## src/rtl/core/lsq_pkg.sv

```systemverilog
// Shared types, codes and constants for the load/store queue.
// No dependencies.
package lsq_pkg;

  localparam int LSQ_QUEUE_DEPTH = 16;
  localparam int LSQ_MAX_RESULTS = 16;

  localparam int ADDR_W = 48;
  localparam int DATA_W = 64;
  localparam int SEQ_W  = 32;
  localparam int TAG_W  = 4;
  localparam int KIND_W = 3;

  localparam int IN_TDATA_W  = 120;
  localparam int OUT_TDATA_W = 144;

  localparam logic [KIND_W-1:0] KIND_LOAD    = 3'd0;
  localparam logic [KIND_W-1:0] KIND_STORE   = 3'd1;
  localparam logic [KIND_W-1:0] KIND_RESOLVE = 3'd2;

  typedef enum logic [1:0] {
    ST_IDLE,
    ST_DROP,
    ST_RETIRE
  } state_t;

  typedef struct packed {
    logic [TAG_W-1:0]  tag;
    logic              data_known;
    logic [DATA_W-1:0] data;
    logic              address_known;
    logic [ADDR_W-1:0] address;
  } item_t;

  typedef struct packed {
    logic              is_store;
    logic [ADDR_W-1:0] address;
    logic              address_valid;
    logic [DATA_W-1:0] data;
    logic              data_valid;
    logic [SEQ_W-1:0]  sequence_num;
    logic [TAG_W-1:0]  tag;
  } entry_t;

  typedef struct packed {
    logic occupied;
    logic shift;
    logic write;
    logic resolve;
  } cell_ctl_t;

endpackage

```

## src/rtl/core/load_store_queue_resolve_commit.sv

```systemverilog
// Load/store queue with tag resolve and in-order store commit.
// A transaction is taken in ST_IDLE; ready head entries then retire in ST_RETIRE,
// and no new transaction is taken until the block is back in ST_IDLE. The head
// cell drains one entry a cycle; a store there stalls while a pending store waits for the output register.
// Reset: synchronous; queue empties, access counter clears, output idles.
// Depends on lsq_pkg and lsq_cell.
module load_store_queue_resolve_commit
  import lsq_pkg::*;
#(
  parameter int QUEUE_DEPTH = LSQ_QUEUE_DEPTH
) (
  input  logic                   clk,
  input  logic                   rst,
  input  logic                   s_tvalid,
  output logic                   s_tready,
  // address, address_known, data, data_known, tag, zero pad
  input  logic [IN_TDATA_W-1:0]  s_tdata,
  // kind
  input  logic [KIND_W-1:0]      s_tuser,
  output logic                   m_tvalid,
  input  logic                   m_tready,
  // commit_address, commit_data, commit_access_number
  output logic [OUT_TDATA_W-1:0] m_tdata,
  // status
  output logic                   m_tuser,
  output logic                   m_tlast
);

  localparam int NCELL = QUEUE_DEPTH - 1;
  localparam int CW    = $clog2(QUEUE_DEPTH);
  localparam int RW    = $clog2(LSQ_MAX_RESULTS + 1);

  state_t state, state_next;

  logic [CW-1:0]    count;
  logic [SEQ_W-1:0] access_counter;
  logic [RW-1:0]    retired;
  logic             pend_valid;
  entry_t           pend;

  item_t  item;
  entry_t cells  [NCELL];
  entry_t ups    [NCELL];
  logic   found  [NCELL+1];

  logic accept, is_mem, full, do_enq, do_rsv, do_drop;
  logic retirable, out_free;
  logic do_shift, load_pend, push_out, push_last, push_drop;

  assign item   = item_t'(s_tdata[$bits(item_t)-1:0]);
  assign accept = s_tvalid && s_tready;
  assign is_mem = (s_tuser == KIND_LOAD) || (s_tuser == KIND_STORE);
  assign full   = (count == CW'(NCELL));
  assign do_enq  = accept && is_mem && !full;
  assign do_drop = accept && is_mem && full;
  assign do_rsv  = accept && (s_tuser == KIND_RESOLVE);

  assign retirable = (count != '0) && cells[0].address_valid && cells[0].data_valid &&
                     (retired < RW'(LSQ_MAX_RESULTS));
  assign out_free  = !m_tvalid || m_tready;

  assign found[0] = 1'b0;

  for (genvar i = 0; i < NCELL; i++) begin : g_cell
    cell_ctl_t ctl;
    if (i == NCELL - 1) begin : g_end
      assign ups[i] = '0;
    end else begin : g_mid
      assign ups[i] = cells[i+1];
    end
    assign ctl.occupied = (CW'(i) < count);
    assign ctl.shift    = do_shift;
    assign ctl.write    = do_enq && (CW'(i) == count);
    assign ctl.resolve  = do_rsv;
    lsq_cell u_cell (
      .clk          (clk),
      .ctl          (ctl),
      .item         (item),
      .item_is_store(s_tuser == KIND_STORE),
      .item_seq     (access_counter),
      .upstream     (ups[i]),
      .found_in     (found[i]),
      .found_out    (found[i+1]),
      .entry        (cells[i])
    );
  end

  always_comb begin
    state_next = state;
    unique case (state)
      ST_IDLE: begin
        if (do_drop) begin
          state_next = ST_DROP;
        end else if (accept) begin
          state_next = ST_RETIRE;
        end
      end
      ST_DROP: begin
        if (out_free) begin
          state_next = ST_IDLE;
        end
      end
      ST_RETIRE: begin
        if (!retirable && (!pend_valid || out_free)) begin
          state_next = ST_IDLE;
        end
      end
      default: state_next = ST_IDLE;
    endcase
  end

  always_comb begin
    s_tready  = 1'b0;
    do_shift  = 1'b0;
    load_pend = 1'b0;
    push_out  = 1'b0;
    push_last = 1'b0;
    push_drop = 1'b0;
    unique case (state)
      ST_IDLE: s_tready = 1'b1;
      ST_DROP: push_drop = out_free;
      ST_RETIRE: begin
        if (retirable) begin
          if (!cells[0].is_store) begin
            do_shift = 1'b1;
          end else if (!pend_valid) begin
            do_shift  = 1'b1;
            load_pend = 1'b1;
          end else if (out_free) begin
            do_shift  = 1'b1;
            load_pend = 1'b1;
            push_out  = 1'b1;
          end
        end else if (pend_valid && out_free) begin
          push_out  = 1'b1;
          push_last = 1'b1;
        end
      end
      default: ;
    endcase
  end

  always_ff @(posedge clk) begin
    if (rst) begin
      state          <= ST_IDLE;
      count          <= '0;
      access_counter <= '0;
      retired        <= '0;
      pend_valid     <= 1'b0;
      m_tvalid       <= 1'b0;
    end else begin
      state <= state_next;
      if (do_enq) begin
        count          <= count + 1'b1;
        access_counter <= access_counter + 1'b1;
      end else if (do_shift) begin
        count <= count - 1'b1;
      end
      if (accept) begin
        retired <= '0;
      end else if (do_shift) begin
        retired <= retired + 1'b1;
      end
      if (load_pend) begin
        pend_valid <= 1'b1;
      end else if (push_last) begin
        pend_valid <= 1'b0;
      end
      if (push_out || push_drop) begin
        m_tvalid <= 1'b1;
      end else if (m_tready) begin
        m_tvalid <= 1'b0;
      end
    end
  end

  always_ff @(posedge clk) begin
    if (load_pend) begin
      pend <= cells[0];
    end
    if (push_drop) begin
      m_tdata <= '0;
      m_tuser <= 1'b1;
      m_tlast <= 1'b1;
    end else if (push_out) begin
      m_tdata <= {pend.sequence_num, pend.data, pend.address};
      m_tuser <= 1'b0;
      m_tlast <= push_last;
    end
  end

endmodule

```

## src/rtl/core/lsq_cell.sv

```systemverilog
// One queue slot: holds an entry, shifts toward the head, takes enqueues and
// resolves. Depends on lsq_pkg.
module lsq_cell
  import lsq_pkg::*;
(
  input  logic             clk,
  input  cell_ctl_t        ctl,
  input  item_t            item,
  input  logic             item_is_store,
  input  logic [SEQ_W-1:0] item_seq,
  input  entry_t           upstream,
  input  logic             found_in,
  output logic             found_out,
  output entry_t           entry
);

  entry_t entry_next;
  logic   match;

  assign match = ctl.occupied && (entry.tag == item.tag) && !found_in &&
                 !(entry.address_valid && entry.data_valid);
  assign found_out = found_in || match;

  always_comb begin
    entry_next = entry;
    if (ctl.shift) begin
      entry_next = upstream;
    end else if (ctl.write) begin
      entry_next.is_store      = item_is_store;
      entry_next.address       = item.address;
      entry_next.address_valid = item.address_known;
      entry_next.data          = item.data;
      entry_next.data_valid    = item.data_known;
      entry_next.sequence_num  = item_seq;
      entry_next.tag           = item.tag;
    end else if (ctl.resolve && match) begin
      if (item.address_known) begin
        entry_next.address       = item.address;
        entry_next.address_valid = 1'b1;
      end
      if (item.data_known) begin
        entry_next.data       = item.data;
        entry_next.data_valid = 1'b1;
      end
    end
  end

  always_ff @(posedge clk) begin
    entry <= entry_next;
  end

endmodule

```

## config.mk

```make
export PLATFORM = sky130hd
export DESIGN_NAME = load_store_queue_resolve_commit
export DESIGN_NICKNAME = d
export VERILOG_FILES = /design/src/rtl/core/lsq_pkg.sv /design/src/rtl/core/load_store_queue_resolve_commit.sv /design/src/rtl/core/lsq_cell.sv
export SDC_FILE = /design/constraint.sdc
export NUM_CORES = 2
export LEC_CHECK = 0
export BUFFER_PORTS_ARGS = -buffer_cell sky130_fd_sc_hd__buf_2
export CORE_MARGIN = 4
export CORE_UTILIZATION = 65
export CTS_BUF_LIST = sky130_fd_sc_hd__clkbuf_8
export DETAILED_ROUTE_END_ITERATION = 16
export PLACE_DENSITY = 0.79
export SYNTH_ARGS = -nofsm -noshare
export SYNTH_HDL_FRONTEND = slang
export SYNTH_SLANG_ARGS = --single-unit
```

## constraint.sdc

```tcl
create_clock -name clk -period 33.1 [get_ports clk]
set_input_delay 1.655 -clock clk [delete_from_list [all_inputs] [get_ports clk]]
set_output_delay 1.655 -clock clk [all_outputs]
set_load 0.05 [all_outputs]
```

==> impl_metrics.py <==
metrics = {
    "run_status": {
        "status": "finished clean",
    },
    "floorplan": {
        "rows": 145,
        "io_pins": 275,
        "die_area_um2": 164000,
        "start_util": 0.655,
        "die_h_um": 405,
        "fp.dieW_um": 405,
        "core_um2": 157000,
    },
    "timing": {
        "fin_skew_ps": 76.0,
        "maxSlewViolCount": 0,
        "fin_crit_sh": 0.226,
        "fin_crit_ps": 7490,
        "setup_violations": 0,
        "fin_ws_ps": 25610,
        "final_hold_viol_count": 0,
        "setup_tns_ps": 0,
        "max_freq_ghz": 0.134,
        "tightestPinTransition_ps": 1190,
        "rsz0062_at_grt": "no",
        "relSlewSlack": 0.205,
    },
    "critical_path": {
        "start_kind": "register",
        "max_stage_delay_ps": 990,
        "end_kind": "register",
        "crit_arrival_ps": 8370,
        "critPathKind": "register to register",
        "cp_max_fo": 113,
        "path_cells": "inv_1 -> ha_1 -> a211o_2 -> a311oi_4 -> buf_4 -> buf_4 -> buf_4 -> buf_4 -> buf_4 -> buf_4 -> nand2_1 -> nand2_1",
        "cp_common_cell": "buf_4",
        "worst-endpoint-required_ps": 33980,
        "crit_path_top_delay_cell": "buf_4",
    },
    "routing": {
        "wl_met2_mm": 107,
        "drtAntennaViolNets": 0,
        "viasPerCell": 5.72,
        "drc": 0,
        "top_layer": "met5",
        "drt_first_pass_iters": 6,
        "met3WireLength_mm": 21.5,
        "drt-wirelength-per-cell_um": 19.4,
        "vias": 66800,
        "drt_wl_total_mm": 226,
        "drtIter0Drc": 7529,
        "route.layer.met1.wl_mm": 90.5,
    },
    "placement": {
        "portBuffers": 272,
        "dp_hpwl_mm": 124,
        "routabilityCongestion": 0.833,
        "placed_cell_area_um2": 105000,
        "dpl_worst_slack_ps": 25510,
    },
    "cells_and_area": {
        "area_growth_pct": 9.56,
        "nets": 9386,
        "final_area_um2": 112000,
        "layout-drive-gt1-share": 0.108,
        "seqCellArea_um2": 74700,
        "fill_cells": 10300,
        "multi_input_area_um2": 25200,
    },
    "logic_synthesis": {
        "synthTopCellsByArea": "edfxtp_1, nand2_1, dfxtp_1, buf_2, a21oi_1",
        "synth_top_area_frac": 0.661,
        "syn_inst": 9064,
        "avgSynthCellArea_um2": 11.3,
        "synth_cell_types": 65,
        "synth_seq_area_share": 0.728,
        "synthesis.area_um2": 103000,
        "yosysWarnings": 0,
        "synthFlopType": "edfxtp_1",
        "yosys_register_bits": 2600,
        "synthArstFlopShare": 0,
        "synth_edf_count": 2258,
        "syn-num-nets": 9197,
        "yosys.area.top_type": "edfxtp_1",
    },
    "cts": {
        "cts_sinks": 2600,
        "clk_latency_ps": 1070,
        "clk_pin_slew_ps": 60,
        "cts_setup_buffers": 0,
        "cts_tree": "yes",
        "clock-root-buffer": "clkbuf_8",
        "max-clock-path-buffers": 4,
        "hold_buffers": 0,
        "cts_buffers": 410,
        "ctsResizeCount": 0,
        "h-tree-depth": 5,
    },
    "grt": {
        "gr-total-overflow": 0,
        "track_usage": 0.272,
        "grt_pass1_wl_mm": 351,
        "grt_max_degree": 211,
        "antenna_found_initial": 47,
        "grt_pass1_vias": 64400,
    },
    "pwr": {
        "internal_power_uw": 5080,
        "pwr-share-comb": 0.056,
        "seqPwrFrac": 0.559,
        "p_per_area_nw_per_um2": 58.7,
        "vdd_ir_drop_max_mv": 0.0413,
        "power_uw": 6600,
        "p_clk_frac": 0.385,
        "power.leakage_uw": 0.0442,
        "p_sw_uw": 1520,
        "switching_share": 0.230,
    },
    "flow_run": {
        "maxCapViolCount": 0,
    },
    "hold_path": {
        "hp-class": "register to register",
    },
}
## metrics by stage
stage	hold slack [ps]	utilization	std cells
2_1_floorplan	400	-	9064
3_3_place_gp	401	0.668	10900
3_5_place_dp	405	0.668	10900
4_1_cts	410	0.717	11600
5_1_grt	416	0.718	11700
6_report	399	0.718	11700
## cells in the final DEF (no fill, tap or decap), types with 50 or more instances in the layout
master	n
buf_4	89
dfxtp_1	342
o211ai_1	95
nor2_1	67
clkinv_1	70
edfxtp_1	2258
xor2_1	50
a21oi_1	326
and4_1	115
nand2_1	4767
nand3_1	135
inv_1	164
clkbuf_8	465
buf_2	272
nand2_2	74
## cells in the mapped netlist, types with 17 or more instances
| cell | count |
|---|---|
| nand2_1 | 4772 |
| edfxtp_1 | 2258 |
| buf_2 | 399 |
| dfxtp_1 | 342 |
| a21oi_1 | 326 |
| nand3_1 | 135 |
| clkbuf_1 | 121 |
| and4_1 | 115 |
| o211ai_1 | 95 |
| nand2_2 | 70 |
| nor2_1 | 70 |
| xor2_1 | 50 |
| xnor2_1 | 41 |
| buf_4 | 27 |
| o21ai_0 | 25 |
| buf_6 | 23 |
| inv_1 | 21 |
| o211ai_2 | 18 |
| o22a_1 | 18 |
| buf_1 | 17 |
## power by group through the flow
stage | logic (uW) | registers (uW) | clock network, uW
3_3_place_gp | 346 | 3760 | 0
3_5_place_dp | 365 | 3760 | 0
5_1_grt | 405 | 3700 | 2750
2_1_floorplan | 206 | 3810 | 0
4_1_cts | 367 | 3690 | 2580
6_report | 368 | 3690 | 2540
## metal layers
metal | vias up | global-route usage
met2 | 3087 | 0.433
met1 | 32300 | 0.376
li1 | 30900 | -
met3 | 509 | 0.0575
met5 | - | 0
met4 | 16 | 0.103
## critical path, delay by kind of cell (launching register included)
kind                       cells  cell delay, ps
adders and majority gates      1             440
and+or+nand+nor                2             300
DFF                            1             620
buffers and inverters          7            4960
AOI/OAI and AO/OA              2             750
## path summary, 6_finish.rpt
| kind | from | endpoint | slack, ps | cells after the start |
|---|---|---|---|---|
| worst max-delay path | count[1]$_SDFFE_PP0P_ | g_cell[4].u_cell.entry[133]$_DFFE_PP_ | 25610 | 12 |
| worst min-delay path | g_cell[0].u_cell.entry[27]$_DFFE_PP_ | pend[27]$_DFFE_PP_ | 400 | 0 |
| worst max register to register | count[1]$_SDFFE_PP0P_ | g_cell[4].u_cell.entry[133]$_DFFE_PP_ | 25610 | 12 |
| worst min register to register | g_cell[0].u_cell.entry[27]$_DFFE_PP_ | pend[27]$_DFFE_PP_ | 400 | 0 |
## state kept, by name (all words and copies together), names as in the netlist
name / flops
pend: 144
m_tvalid: 1
pend_valid: 1
count: 4
m_tdata: 144
access_counter: 32
state: 2
m_tlast: 1
m_tuser: 1
g_cell.u_cell.entry: 2265
retired: 5
## area by class of cell
cell class              instances  share of cell area
repair buffers                364              0.0186
inverters                      21            0.000701
well taps                    2058              0.0229
diodes                         32            0.000712
clock buffers                 465              0.0569
flip-flops and latches       2600               0.664
clock inverters               273              0.0115
multi-input cells            5856               0.225
## kinds of logic after synthesis
logic type / count (synthesis) / synth area share
AND/OR/NAND/NOR: 5233 / 0.203
buffers and inverters: 608 / 0.0298
AO/OA/AOI/OAI: 526 / 0.0315
flip-flops: 2600 / 0.728
adder cells (fa/ha/maj): 6 / 0.000732
XOR/XNOR: 91 / 0.00777
Power figures use the tool's default switching activity.
